===== src/hw/rtl/clcd_pkg.sv =====
// Shared types, constants and the init script table for the LCD sequencer.
// No dependencies.
package clcd_pkg;

  localparam int NIB_W  = 4;
  localparam int BYTE_W = 8;
  localparam int HOLD_W = 17;
  localparam int REQ_W  = 3;
  localparam int COL_W  = 5;
  localparam int ROW_W  = 2;
  localparam int CFG_IDX_W = 3;
  localparam int TDATA_IN_W  = 24;
  localparam int TDATA_OUT_W = 24;

  localparam logic [HOLD_W-1:0] ENABLE_US     = 17'd10;
  localparam logic [HOLD_W-1:0] POWER_UP_US   = 17'd100000;
  localparam logic [HOLD_W-1:0] RESET1_US     = 17'd10000;
  localparam logic [HOLD_W-1:0] RESET2_US     = 17'd200;
  localparam logic [HOLD_W-1:0] CMD_US        = 17'd80;
  localparam logic [HOLD_W-1:0] INIT_CLEAR_US = 17'd4000;
  localparam logic [HOLD_W-1:0] CLEAR_US      = 17'd2000;
  localparam logic [HOLD_W-1:0] GOTO_US       = 17'd50;
  localparam logic [HOLD_W-1:0] NO_EXTRA_US   = 17'd0;

  localparam logic [BYTE_W-1:0] DDRAM_BASE = 8'h80;
  localparam logic [COL_W-1:0]  COLS = 5'd16;
  localparam logic [ROW_W-1:0]  ROWS = 2'd2;

  localparam logic [NIB_W-1:0] INIT_LAST_NIB = 4'd13;
  localparam logic [NIB_W-1:0] BYTE_LAST_NIB = 4'd1;

  localparam int QUEUE_DEPTH = 2;
  localparam int QPTR_W = 1;
  localparam int QCNT_W = 2;

  typedef enum logic [REQ_W-1:0] {
    REQ_INIT  = 3'd0,
    REQ_CHAR  = 3'd1,
    REQ_CMD   = 3'd2,
    REQ_CLEAR = 3'd3,
    REQ_GOTO  = 3'd4
  } req_t;

  typedef enum logic [CFG_IDX_W-1:0] {
    REG_RESET   = 3'd0,
    REG_FSET    = 3'd1,
    REG_DOFF    = 3'd2,
    REG_CLEAR   = 3'd3,
    REG_ENTRY   = 3'd4,
    REG_DON     = 3'd5
  } reg_idx_t;

  typedef struct packed {
    logic [BYTE_W-1:0] reset_cmd;
    logic [BYTE_W-1:0] function_set_cmd;
    logic [BYTE_W-1:0] display_off_cmd;
    logic [BYTE_W-1:0] clear_cmd;
    logic [BYTE_W-1:0] entry_mode_cmd;
    logic [BYTE_W-1:0] display_on_cmd;
  } cfg_t;

  typedef enum logic [1:0] {
    JOB_INIT = 2'd0,
    JOB_BYTE = 2'd1,
    JOB_ERR  = 2'd2
  } job_kind_t;

  typedef struct packed {
    job_kind_t         kind;
    logic [BYTE_W-1:0] byte_val;
    logic              rs;
    logic [HOLD_W-1:0] extra;
  } job_t;

  typedef enum logic [2:0] {
    SRC_RESET = 3'd0,
    SRC_FSET  = 3'd1,
    SRC_DOFF  = 3'd2,
    SRC_CLEAR = 3'd3,
    SRC_ENTRY = 3'd4,
    SRC_DON   = 3'd5
  } init_src_t;

  typedef struct packed {
    init_src_t         src;
    logic              upper;
    logic [HOLD_W-1:0] extra;
  } init_step_t;

  // init script: nibble index -> source byte, which half, extra wait
  function automatic init_step_t init_step(input logic [NIB_W-1:0] n);
    init_step_t s;
    case (n)
      4'd0:    s = '{SRC_RESET, 1'b1, RESET1_US};
      4'd1:    s = '{SRC_RESET, 1'b1, RESET2_US};
      4'd2:    s = '{SRC_RESET, 1'b1, RESET2_US};
      4'd3:    s = '{SRC_FSET,  1'b1, CMD_US};
      4'd4:    s = '{SRC_FSET,  1'b1, NO_EXTRA_US};
      4'd5:    s = '{SRC_FSET,  1'b0, CMD_US};
      4'd6:    s = '{SRC_DOFF,  1'b1, NO_EXTRA_US};
      4'd7:    s = '{SRC_DOFF,  1'b0, CMD_US};
      4'd8:    s = '{SRC_CLEAR, 1'b1, NO_EXTRA_US};
      4'd9:    s = '{SRC_CLEAR, 1'b0, INIT_CLEAR_US};
      4'd10:   s = '{SRC_ENTRY, 1'b1, NO_EXTRA_US};
      4'd11:   s = '{SRC_ENTRY, 1'b0, CMD_US};
      4'd12:   s = '{SRC_DON,   1'b1, NO_EXTRA_US};
      4'd13:   s = '{SRC_DON,   1'b0, CMD_US};
      default: s = '{SRC_DON,   1'b0, NO_EXTRA_US};
    endcase
    return s;
  endfunction

endpackage


===== src/hw/rtl/clcd_queue.sv =====
// Two-entry job queue between the request classifier and the pin sequencer.
// Depends on clcd_pkg.
module clcd_queue (
  input  logic          clk,
  input  logic          rst_n,
  input  logic          push,
  input  clcd_pkg::job_t push_job,
  output logic          full,
  input  logic          pop,
  output logic          empty,
  output clcd_pkg::job_t head_job
);

  clcd_pkg::job_t                mem_r [clcd_pkg::QUEUE_DEPTH];
  logic [clcd_pkg::QPTR_W-1:0]   wr_ptr_r, wr_ptr_nxt;
  logic [clcd_pkg::QPTR_W-1:0]   rd_ptr_r, rd_ptr_nxt;
  logic [clcd_pkg::QCNT_W-1:0]   cnt_r, cnt_nxt;
  logic                          do_push, do_pop;

  localparam logic [clcd_pkg::QPTR_W-1:0] PTR_LAST = clcd_pkg::QPTR_W'(clcd_pkg::QUEUE_DEPTH - 1);

  assign full     = (cnt_r == clcd_pkg::QCNT_W'(clcd_pkg::QUEUE_DEPTH));
  assign empty    = (cnt_r == '0);
  assign head_job = mem_r[rd_ptr_r];
  assign do_push  = push && !full;
  assign do_pop   = pop && !empty;

  always_comb begin
    wr_ptr_nxt = wr_ptr_r;
    rd_ptr_nxt = rd_ptr_r;
    cnt_nxt    = cnt_r;
    if (do_push) begin
      wr_ptr_nxt = (wr_ptr_r == PTR_LAST) ? '0 : wr_ptr_r + 1'b1;
    end
    if (do_pop) begin
      rd_ptr_nxt = (rd_ptr_r == PTR_LAST) ? '0 : rd_ptr_r + 1'b1;
    end
    if (do_push && !do_pop) begin
      cnt_nxt = cnt_r + 1'b1;
    end else if (do_pop && !do_push) begin
      cnt_nxt = cnt_r - 1'b1;
    end
  end

  always_ff @(posedge clk) begin
    if (!rst_n) begin
      wr_ptr_r <= '0;
      rd_ptr_r <= '0;
      cnt_r    <= '0;
    end else begin
      wr_ptr_r <= wr_ptr_nxt;
      rd_ptr_r <= rd_ptr_nxt;
      cnt_r    <= cnt_nxt;
    end
  end

  always_ff @(posedge clk) begin
    if (do_push) begin
      mem_r[wr_ptr_r] <= push_job;
    end
  end

endmodule


===== src/hw/rtl/clcd_front.sv =====
// Request classifier: takes requests, checks goto range, builds sequencer jobs.
// Depends on clcd_pkg.
module clcd_front (
  input  logic                           in_tvalid,
  output logic                           in_tready,
  input  logic [clcd_pkg::REQ_W-1:0]     req_type,
  input  logic [clcd_pkg::BYTE_W-1:0]    data_byte,
  input  logic [clcd_pkg::COL_W-1:0]     column,
  input  logic [clcd_pkg::ROW_W-1:0]     row,
  input  logic [clcd_pkg::BYTE_W-1:0]    clear_cmd,
  input  logic                           q_full,
  output logic                           q_push,
  output clcd_pkg::job_t                 q_job
);

  logic                           known;
  logic                           pos_ok;
  logic [clcd_pkg::BYTE_W-1:0]    goto_byte;

  assign in_tready = !q_full;
  assign pos_ok    = (row < clcd_pkg::ROWS) && (column < clcd_pkg::COLS);
  assign goto_byte = (clcd_pkg::DDRAM_BASE | {row[0], 6'b0}) + {3'b0, column};

  always_comb begin
    known = 1'b1;
    q_job = '{clcd_pkg::JOB_BYTE, data_byte, 1'b0, clcd_pkg::NO_EXTRA_US};
    case (req_type)
      clcd_pkg::REQ_INIT: begin
        q_job.kind = clcd_pkg::JOB_INIT;
      end
      clcd_pkg::REQ_CHAR: begin
        q_job.rs = 1'b1;
      end
      clcd_pkg::REQ_CMD: begin
        q_job.rs = 1'b0;
      end
      clcd_pkg::REQ_CLEAR: begin
        q_job.byte_val = clear_cmd;
        q_job.extra    = clcd_pkg::CLEAR_US;
      end
      clcd_pkg::REQ_GOTO: begin
        if (pos_ok) begin
          q_job.byte_val = goto_byte;
          q_job.extra    = clcd_pkg::GOTO_US;
        end else begin
          q_job.kind = clcd_pkg::JOB_ERR;
        end
      end
      default: begin
        known = 1'b0;
      end
    endcase
  end

  // unknown request types are taken and dropped
  assign q_push = in_tvalid && in_tready && known;

endmodule


===== src/hw/rtl/clcd_back.sv =====
// Pin-state sequencer: expands queued jobs into LCD pin states, one per cycle unless stalled.
// Depends on clcd_pkg.
module clcd_back (
  input  logic                                clk,
  input  logic                                rst_n,
  input  clcd_pkg::cfg_t                      cfg,
  input  logic                                q_empty,
  input  clcd_pkg::job_t                      q_job,
  output logic                                q_pop,
  output logic                                out_tvalid,
  input  logic                                out_tready,
  output logic [clcd_pkg::TDATA_OUT_W-1:0]    out_tdata,
  output logic                                out_tuser,
  output logic                                out_tlast
);

  typedef enum logic [1:0] {
    ST_IDLE,
    ST_POWER,
    ST_NIB,
    ST_ERR
  } state_t;

  state_t                           state_r, state_nxt;
  clcd_pkg::job_t                   job_r, job_nxt;
  logic [clcd_pkg::NIB_W-1:0]       nib_r, nib_nxt;
  logic                             ph_r, ph_nxt;
  logic                             rs_level_r, rs_level_nxt;
  logic [clcd_pkg::NIB_W-1:0]       data_level_r, data_level_nxt;
  logic                             valid_r, valid_nxt;
  logic [clcd_pkg::TDATA_OUT_W-1:0] tdata_r, tdata_nxt;
  logic                             tuser_r, tuser_nxt;
  logic                             tlast_r, tlast_nxt;

  logic                             adv;
  logic                             is_init;
  clcd_pkg::init_step_t             step;
  logic [clcd_pkg::BYTE_W-1:0]      src_byte;
  logic                             upper;
  logic [clcd_pkg::NIB_W-1:0]       cur_nib;
  logic [clcd_pkg::HOLD_W-1:0]      extra;
  logic [clcd_pkg::HOLD_W-1:0]      hold;
  logic                             cur_rs;
  logic [clcd_pkg::NIB_W-1:0]       last_nib;
  logic                             is_last;

  assign adv     = !valid_r || out_tready;
  assign is_init = (job_r.kind == clcd_pkg::JOB_INIT);
  assign step    = clcd_pkg::init_step(nib_r);

  always_comb begin
    case (step.src)
      clcd_pkg::SRC_RESET: src_byte = cfg.reset_cmd;
      clcd_pkg::SRC_FSET:  src_byte = cfg.function_set_cmd;
      clcd_pkg::SRC_DOFF:  src_byte = cfg.display_off_cmd;
      clcd_pkg::SRC_CLEAR: src_byte = cfg.clear_cmd;
      clcd_pkg::SRC_ENTRY: src_byte = cfg.entry_mode_cmd;
      clcd_pkg::SRC_DON:   src_byte = cfg.display_on_cmd;
      default:             src_byte = cfg.display_on_cmd;
    endcase
    if (is_init) begin
      upper    = step.upper;
      cur_nib  = upper ? src_byte[7:4] : src_byte[3:0];
      extra    = step.extra;
      cur_rs   = 1'b0;
      last_nib = clcd_pkg::INIT_LAST_NIB;
    end else begin
      upper    = (nib_r == '0);
      cur_nib  = upper ? job_r.byte_val[7:4] : job_r.byte_val[3:0];
      extra    = (nib_r == clcd_pkg::BYTE_LAST_NIB) ? job_r.extra : clcd_pkg::NO_EXTRA_US;
      cur_rs   = job_r.rs;
      last_nib = clcd_pkg::BYTE_LAST_NIB;
    end
    hold    = clcd_pkg::ENABLE_US + (ph_r ? extra : clcd_pkg::NO_EXTRA_US);
    is_last = ph_r && (nib_r == last_nib);
  end

  always_comb begin
    state_nxt      = state_r;
    job_nxt        = job_r;
    nib_nxt        = nib_r;
    ph_nxt         = ph_r;
    rs_level_nxt   = rs_level_r;
    data_level_nxt = data_level_r;
    valid_nxt      = valid_r && !out_tready;
    tdata_nxt      = tdata_r;
    tuser_nxt      = tuser_r;
    tlast_nxt      = tlast_r;
    q_pop          = 1'b0;
    case (state_r)
      ST_IDLE: begin
        if (!q_empty) begin
          q_pop   = 1'b1;
          job_nxt = q_job;
          nib_nxt = '0;
          ph_nxt  = 1'b0;
          case (q_job.kind)
            clcd_pkg::JOB_INIT: state_nxt = ST_POWER;
            clcd_pkg::JOB_ERR:  state_nxt = ST_ERR;
            default:            state_nxt = ST_NIB;
          endcase
        end
      end
      ST_POWER: begin
        if (adv) begin
          valid_nxt    = 1'b1;
          tdata_nxt    = {1'b0, 1'b0, clcd_pkg::POWER_UP_US, 1'b0, data_level_r};
          tuser_nxt    = 1'b0;
          tlast_nxt    = 1'b0;
          rs_level_nxt = 1'b0;
          state_nxt    = ST_NIB;
        end
      end
      ST_NIB: begin
        if (adv) begin
          valid_nxt      = 1'b1;
          tdata_nxt      = {1'b0, 1'b0, hold, !ph_r, cur_nib};
          tuser_nxt      = cur_rs;
          tlast_nxt      = is_last;
          rs_level_nxt   = cur_rs;
          data_level_nxt = cur_nib;
          ph_nxt         = !ph_r;
          if (ph_r) begin
            nib_nxt = nib_r + 1'b1;
          end
          if (is_last) begin
            state_nxt = ST_IDLE;
          end
        end
      end
      ST_ERR: begin
        if (adv) begin
          valid_nxt = 1'b1;
          tdata_nxt = {1'b0, 1'b1, clcd_pkg::NO_EXTRA_US, 1'b0, data_level_r};
          tuser_nxt = rs_level_r;
          tlast_nxt = 1'b1;
          state_nxt = ST_IDLE;
        end
      end
      default: begin
        state_nxt = ST_IDLE;
      end
    endcase
  end

  always_ff @(posedge clk) begin
    if (!rst_n) begin
      state_r      <= ST_IDLE;
      valid_r      <= 1'b0;
      rs_level_r   <= 1'b0;
      data_level_r <= '0;
      nib_r        <= '0;
      ph_r         <= 1'b0;
    end else begin
      state_r      <= state_nxt;
      valid_r      <= valid_nxt;
      rs_level_r   <= rs_level_nxt;
      data_level_r <= data_level_nxt;
      nib_r        <= nib_nxt;
      ph_r         <= ph_nxt;
    end
    job_r   <= job_nxt;
    tdata_r <= tdata_nxt;
    tuser_r <= tuser_nxt;
    tlast_r <= tlast_nxt;
  end

  assign out_tvalid = valid_r;
  assign out_tdata  = tdata_r;
  assign out_tuser  = tuser_r;
  assign out_tlast  = tlast_r;

endmodule


===== src/hw/rtl/char_lcd_nibble_write_sequencer.sv =====
// Top level of the 4-bit character LCD write sequencer: command registers,
// request classifier, job queue and pin-state sequencer. Depends on clcd_pkg.
//
// Each request becomes a run of LCD pin states on the output stream, one
// state per cycle while out_tready is high: init gives 29 states, write
// character, write command, clear and an in-range goto give 4, an
// out-of-range goto gives 1 error state, and request types 5..7 give none.
// The sequencer takes each job from a two-deep queue in its idle state
// before it emits the job's states; the classifier keeps taking requests
// until the queue is full. Command registers may be written only while
// no run is pending.
module char_lcd_nibble_write_sequencer (
  input  logic                                  clk,
  input  logic                                  rst_n,
  input  logic                                  in_tvalid,
  output logic                                  in_tready,
  // req_type[2:0], data_byte[10:3], column[15:11], row[17:16], zero fill
  input  logic [clcd_pkg::TDATA_IN_W-1:0]       in_tdata,
  output logic                                  out_tvalid,
  input  logic                                  out_tready,
  // data_nibble[3:0], enable_line[4], hold_us[21:5], status[22], zero fill
  output logic [clcd_pkg::TDATA_OUT_W-1:0]      out_tdata,
  // reg_select[0]
  output logic                                  out_tuser,
  output logic                                  out_tlast,
  input  logic                                  cfg_we,
  input  logic [clcd_pkg::CFG_IDX_W-1:0]        cfg_index,
  input  logic [clcd_pkg::BYTE_W-1:0]           cfg_wdata
);

  clcd_pkg::cfg_t cfg_r, cfg_nxt;
  clcd_pkg::job_t push_job, head_job;
  logic           q_full, q_empty, q_push, q_pop;

  always_comb begin
    cfg_nxt = cfg_r;
    if (cfg_we) begin
      case (cfg_index)
        clcd_pkg::REG_RESET: cfg_nxt.reset_cmd        = cfg_wdata;
        clcd_pkg::REG_FSET:  cfg_nxt.function_set_cmd = cfg_wdata;
        clcd_pkg::REG_DOFF:  cfg_nxt.display_off_cmd  = cfg_wdata;
        clcd_pkg::REG_CLEAR: cfg_nxt.clear_cmd        = cfg_wdata;
        clcd_pkg::REG_ENTRY: cfg_nxt.entry_mode_cmd   = cfg_wdata;
        clcd_pkg::REG_DON:   cfg_nxt.display_on_cmd   = cfg_wdata;
        default:             cfg_nxt = cfg_r;
      endcase
    end
  end

  always_ff @(posedge clk) begin
    if (!rst_n) begin
      cfg_r <= '{8'h30, 8'h28, 8'h08, 8'h01, 8'h06, 8'h0C};
    end else begin
      cfg_r <= cfg_nxt;
    end
  end

  clcd_front u_front (
    .in_tvalid (in_tvalid),
    .in_tready (in_tready),
    .req_type  (in_tdata[2:0]),
    .data_byte (in_tdata[10:3]),
    .column    (in_tdata[15:11]),
    .row       (in_tdata[17:16]),
    .clear_cmd (cfg_r.clear_cmd),
    .q_full    (q_full),
    .q_push    (q_push),
    .q_job     (push_job)
  );

  clcd_queue u_queue (
    .clk      (clk),
    .rst_n    (rst_n),
    .push     (q_push),
    .push_job (push_job),
    .full     (q_full),
    .pop      (q_pop),
    .empty    (q_empty),
    .head_job (head_job)
  );

  clcd_back u_back (
    .clk        (clk),
    .rst_n      (rst_n),
    .cfg        (cfg_r),
    .q_empty    (q_empty),
    .q_job      (head_job),
    .q_pop      (q_pop),
    .out_tvalid (out_tvalid),
    .out_tready (out_tready),
    .out_tdata  (out_tdata),
    .out_tuser  (out_tuser),
    .out_tlast  (out_tlast)
  );

endmodule


===== config.mk =====
export PLATFORM = sky130hd
export DESIGN_NAME = char_lcd_nibble_write_sequencer
export DESIGN_NICKNAME = d
export VERILOG_FILES = /design/src/hw/rtl/clcd_pkg.sv /design/src/hw/rtl/clcd_queue.sv /design/src/hw/rtl/clcd_front.sv /design/src/hw/rtl/clcd_back.sv /design/src/hw/rtl/char_lcd_nibble_write_sequencer.sv
export SDC_FILE = /design/constraint.sdc
export NUM_CORES = 1
export LEC_CHECK = 0
export BUFFER_PORTS_ARGS = -buffer_cell sky130_fd_sc_hd__buf_2
export CAP_MARGIN = 10
export CORE_ASPECT_RATIO = 0.9
export CORE_MARGIN = 4
export CORE_UTILIZATION = 30
export DETAILED_ROUTE_END_ITERATION = 6
export SETUP_SLACK_MARGIN = 0.5
export SYNTH_ARGS = -nofsm -noshare
export SYNTH_HDL_FRONTEND = slang
export SYNTH_SLANG_ARGS = --single-unit

===== constraint.sdc =====
create_clock -name clk -period 2.9 [get_ports clk]
set_input_delay 0.29 -clock clk [delete_from_list [all_inputs] [get_ports clk]]
set_output_delay 0.29 -clock clk [all_outputs]
set_load 0.02 [all_outputs]

Word-level counts from Yosys, hierarchy flattened
Memory sizes are Yosys's and may differ from the RTL's. A register that Yosys moved wholly into a read port is not among the register bits.
Cells that the tools add are included.
- memories: 2
- register bits: 119
- RAM bits: 56
- bits in read-only memories: 224
- output and inout port bits: 28
- memories (memory ; depth ; width ; read ports ; clocked after Yosys merged registers in ; write ports ; line ; text):
    (no name shown) ; 16 ; 14 ; 1 ; 1 ; 0 ; clcd_pkg.sv:93 ; case (n)
    u_queue.mem_r ; 2 ; 28 ; 1 ; 1 ; 1 ; clcd_queue.sv:14 ; clcd_pkg::job_t mem_r [clcd_pkg::QUEUE_DEPTH];
- eq/ne operators: 26
- $add $sub $neg: 7
- reduce and logical (&&, ||, !) cells: 44
- bitwise operators: 1
- multiplexer cells: 57
- magnitude comparators: 2
- operators with widths (cell ; count):
    24-bit 2-to-1 mux ; 3
    24-bit case mux with 3 select lines ; 1
    17-bit 2-to-1 mux ; 3
    8-bit case mux with 5 select lines ; 1
    4-bit 2-to-1 mux ; 9
    17-bit case mux with 2 select lines ; 1
    1-bit 2-to-1 mux ; 20
    3-bit by 2-bit == test with 1-bit output, second input constant ; 6
    4-bit by 17-bit adder with 17-bit output, first input constant ; 1
    2-bit 2-to-1 mux ; 8
    8-bit case mux with 2 select lines ; 1
    2-bit AND reduction ; 8
    3-bit == test, second input constant ; 4
    2-bit by 1-bit inequality test with 1-bit output, second input constant ; 5
    3-bit by 1-bit == test with 1-bit output, second input constant ; 3
    1-bit logical AND ; 9
    3-bit logical NOT ; 3
    8-bit by 5-bit adder with 8-bit output ; 1
    2-bit == test, second input constant ; 4
    2-bit logical NOT ; 4
    8-bit 2-to-1 mux ; 1
    2-bit case mux with 2 select lines ; 2
    2-bit case mux with 4 select lines ; 1
    4-bit case mux with 2 select lines ; 1
    other kinds (24) ; 37

Longest topological paths before layout
- depth in word-level cells: 9
- depth in mapped cells: 10
- gate-level depth less buffers: 10

Cells and area by module
From an unflattened synthesis, not the netlist that was laid out.
- cell total of the unflattened synthesis: 726
- area total of the unflattened synthesis: 8643.3 µm²
- modules (own cells, without submodules) (module ; seq. area each (µm²) ; area an instance (µm²) ; times used ; cells an instance):
    clcd_back ; 2072.0 ; 4176.5 ; 1 ; 388
    clcd_queue ; 1781.7 ; 2250.9 ; 1 ; 112
    char_lcd_nibble_write_sequencer ; 960.9 ; 1870.5 ; 1 ; 178
    clcd_front ; 0.0 ; 345.3 ; 1 ; 48

Worst setup path before layout
Ideal clock, no wire load.
- path kind: register -> register
- start point: reg u_back.state_r[0]
- end point: reg, netlist name u_back.step[4]
- setup slack: 764 ps
- arrival time: 2011 ps
- cell stages (with the launch flop): 11
- data required time: 2775 ps
- cell sequence: dfxtp_1 -> nor2_1 -> o21ai_0 -> inv_1 -> nor3_1 -> a21oi_1 -> nand2b_1 -> inv_1 -> ha_1 -> mux2i_1 -> mux2i_1
- word-level cells in the longest chain between the ends: 5
- elaborated cells on any way between the ends: 10
- ends and longest elaborated chain (item ; line ; text):
    start: declaration ; clcd_back.sv:24 ; state_t state_r, state_nxt;
    start signal: assignment ; clcd_back.sv:155 ; state_r <= state_nxt;
    2-bit == test / 2-bit logical NOT (equally long branches) ; clcd_back.sv:90 ; case (state_r)
    2-bit by 1-bit inequality test with 1-bit output (no line), or another cell as far along ; -- ;
    4-bit AND reduction (no line) ; -- ;
    4-bit 2-to-1 mux (no line) * (2 in series) ; -- ;
Every way passes the cells marked *; elsewhere a longest branch is shown, timed or not.
A chain may end at the register's enable or synchronous reset.

Final worst setup path
- start point: reg, netlist name u_back.step[18]
- end point: reg u_back.tdata_r (netlist bit u_back.out_tdata[1]), data pin
- word-level cells in the longest chain between the ends: 6
- elaborated cells on any way between the ends: 10
- ends and longest elaborated chain (item ; line ; text):
    3-bit == test, or another cell as far along ; clcd_back.sv:52 ; case (step.src)
    8-bit case mux with 5 select lines * ; clcd_back.sv:52 ;
    4-bit 2-to-1 mux * ; clcd_back.sv:63 ; cur_nib = upper ? src_byte[7:4] : src_byte[3:0];
    4-bit 2-to-1 mux * ; clcd_back.sv:61 ; if (is_init) begin
    24-bit 2-to-1 mux * ; clcd_back.sv:115 ; if (adv) begin
    24-bit case mux with 3 select lines * ; clcd_back.sv:90 ;
    net u_back.tdata_nxt, one bit ; clcd_back.sv:31 ; logic [clcd_pkg::TDATA_OUT_W-1:0] tdata_r, tdata_nxt;
    end signal: assignment ; clcd_back.sv:163 ; tdata_r <= tdata_nxt;
    end: declaration ; clcd_back.sv:31 ;
The timed path passes the listed nets; every way through them passes the cells marked *. The select of a mux whose other input is x is not followed.

==> qor_table.md <==
| Metric | Reported |
|---|---|
| Vias in the first global route | 4400 |
| Setup Skew | 0.00896 ns |
| Top cells by area in the synthesized netlist | edfxtp_1 (31%), dfxtp_1 (25%), nand2_1 (7.8%) |
| Final instance area | 7410 um2 |
| Number of buffer cells added on primary ports | 58 |
| Worst Setup Start Kind | flop |
| Result of the run | complete, no violations |
| Floorplan core area | 20200 um2 |
| Max H-tree Level | 4 |
| Sequential Area | 3460 um2 |
| Power density over the cells | 856 nW/um2 |
| Area used by multi-input combinational logic | 2580 um2 |
| Synthesized area divided by synthesized cell count | 9.70 um2 |
| Busiest metal layer after global routing | met2 |
| Hold WC Path Type | input pin to flop |
| Fmax achieved | 451 MHz |
| Worst ir drop on vdd | 0.000330 V |
| DR WL/cell | 15.3 um |
| Most common cell after layout, fill and taps aside | nand2_1 |
| Total die area | 23200 um2 |
| End-of-flow core utilization | 0.366 |
| Critical path class | flop to flop |
| Total via count in the routed design | 4695 |
| Number of rows created at floorplan | 49 |
| Global-route congestion overflow total | 0 |
| Post-Synthesis Cell Area | 6250 um2 |
| Biggest area consumer among synthesized cells | edfxtp_1 |
| Hold Violations, Final | 0 |
| Routing usage on met2 | 0.197 |
| Relative max-transition margin | 0.534 |
| Number of top-level pins | 68 |
| Final max-slew violation count | 0 |
| Transition time at the pin with the least slew margin | 0.694 ns |
| Met1 track utilization from global routing | 0.182 |
| Detailed router's first-iteration violation count | 298 |
| Number of nets in the finished design | 750 |
| Met3 usage | 0.0343 |
| ANT nets after route | 0 |
| Clock period minus final worst setup slack | 2.22 ns |
| Worst EP required | 3.04 ns |
| Post-CTS setup repair buffer count | 0 |
| Share of layout cells above drive strength 1 | 0.197 |
| DRT Pass-1 Iters | 5 |
| Maximum root-to-sink buffer count | 2 |
| Starting Density | 0.309 |
| Total Wirelength | 14800 um |
| Placer Congestion | 0.830 |
| Post-CTS Hold Buffers | 0 |
| Number of flops mapped to enable cells by yosys | 64 |
| Total track usage | 0.129 |
| Critical Path AT | 2.36 ns |
| Setup Viol. Count Final | 0 |
| Portion of the post-synthesis area used by sequential elements | 0.554 |
| Floorplan die width | 160 um |
| Via density per instance | 4.85 |
| YS warnings | 0 |
| Number of instances in the synthesized netlist | 644 |
| Largest fanout of any net on the critical path | 9 |
| Worst-skew pair later-pin latency | 0.42 ns |
| Number of register bits inferred by synthesis | 141 |
| Total power of the final layout | 6.35 mW |
| Clock edge transition at the registers on the reported setup and hold paths | 0.06 ns |
| Die span in y | 145 um |
| Most common flop cell mapped by yosys | dfxtp_1 |
| Async set or reset register ratio after synthesis | 0 |
| Clock tree root buffer cell | clkbuf_16 |
| Fin Setup TNS | 0 ns |
| Max capacitance violation total | 0 |
| DRC viols | 0 |
| Antenna diodes | 0 |
| DP HPWL | 10500 um |
| Leakage power of the design | 2.86 nW |
| Wire length of the first global-routing pass | 23500 um |
| Unique cell type count in the Yosys netlist | 57 |
| Area share of the leading cell type in the synthesized netlist | 0.308 |
| Standard cell area after detailed placement | 6820 um2 |
| FF-to-FF setup slack | 0.68 ns |
| Largest net degree at the start of global routing | 39 |
| Antenna violations before repair | 0 |
| Clock sinks | 141 |
| Setup repair after global routing missed its margin | no |
| Area Overhead vs Synth | 18.6% |
| Commonest cells after routing, fill and taps aside | nand2_1 (129), dfxtp_1 (76), edfxtp_1 (64), a21oi_1 (62), buf_2 (58) |
| TritonCTS clock tree | done |
| TritonCTS buffer count | 17 |
| Final worst-path cycle share | 0.764 |
| Filler instances | 2006 |
| CP Capture Type | flop |
==> cell usage after synthesis, drive strengths merged, types with 9 or more instances <==
| cell type | instances |
|---|---|
| nor2 | 45 |
| mux2 | 21 |
| inv | 20 |
| edfxtp | 64 |
| a31oi | 9 |
| o21ai | 27 |
| ha | 9 |
| a21oi | 63 |
| mux2i | 13 |
| and3 | 11 |
| nand3 | 17 |
| nand2 | 129 |
| clkbuf | 30 |
| dfxtp | 77 |
==> stage by stage <==
step / setup slack [ns] / std cells / hold WS [ns]
2_1_floorplan: 0.764 / 646 / 0.414
3_3_place_gp: 0.560 / 937 / 0.438
3_5_place_dp: 0.493 / 937 / 0.444
4_1_cts: 0.626 / 969 / 0.143
5_1_grt: 0.521 / 969 / 0.169
6_report: 0.685 / 969 / 0.159
==> cell families after synthesis <==
group,after synthesis,synth area share
simple gates,253,0.185
flops,141,0.554
compound gates,140,0.132
buf+inv,56,0.0369
mux,34,0.0587
xor+xnor,10,0.0140
fa+ha+maj,9,0.0180
other cells,1,0.000600
==> layout make-up <==
class / count / area share
well taps: 255 / 0.0431
repair buffers: 72 / 0.0534
flip-flops and latches: 141 / 0.467
multi-input cells: 449 / 0.348
inverters: 20 / 0.0105
clock buffers: 18 / 0.0579
clock inverters: 14 / 0.0196
==> final timing paths <==
path | startpoint | endpoint | cells after the start
hold reg to reg | cfg_r[24] | cfg_r[24] | 2
hold / removal | in_tdata[4] | u_queue.mem_r[1][19] | 3
setup / recovery | u_back.step[18] | u_back.out_tdata[1] | 6
setup reg to reg | u_back.step[18] | u_back.out_tdata[1] | 6
==> power by group <==
part | leakage, nW | switching (mW) | total [mW] | internal (mW)
Combinational | 1.35 | 0.975 | 1.50 | 0.527
Clock | 0.281 | 0.846 | 2.11 | 1.27
Sequential | 1.22 | 0.172 | 2.73 | 2.56
Total | 2.86 | 1.99 | 6.35 | 4.35
==> critical path, cell delays in order, from the launching register on <==
cell and delay [ns]:
dfxtp_1 0.54, buf_4 0.27, mux2_2 0.37, o22ai_1 0.17, a211oi_1 0.07, o21ai_0 0.34
a31oi_1 0.17
==> repair_timing <==
action	4_1_cts	5_1_grt
setup endpoints to repair	2	6
gates cloned	0	0
gates resized for setup	1	5
==> registers in the layout (all words and copies together), names as in the netlist, named ones only <==
name and flops:
cfg_r 48, u_queue.mem_r 28, u_back.out_tdata 20, u_back.job_r 14, u_back.step 11, u_back.data_level_r 4, u_back.nib_r 4, u_back.state_r 2
u_queue.cnt_r 2, u_back.out_tlast 1, u_back.out_tuser 1, u_back.out_tvalid 1, u_back.ph_r 1, u_back.rs_level_r 1, u_queue.rd_ptr_r 1, u_queue.wr_ptr_r 1
==> layer usage <==
metal / vias up / routed length [um] / part of all wire
met5: - / 0 / 0
met4: 0 / 117 / 0.0079
met3: 12 / 815 / 0.055
met2: 119 / 6530 / 0.44
met1: 2191 / 7320 / 0.50
li1: 2373 / - / -
No activity file was read; power rests on OpenSTA's default activity.
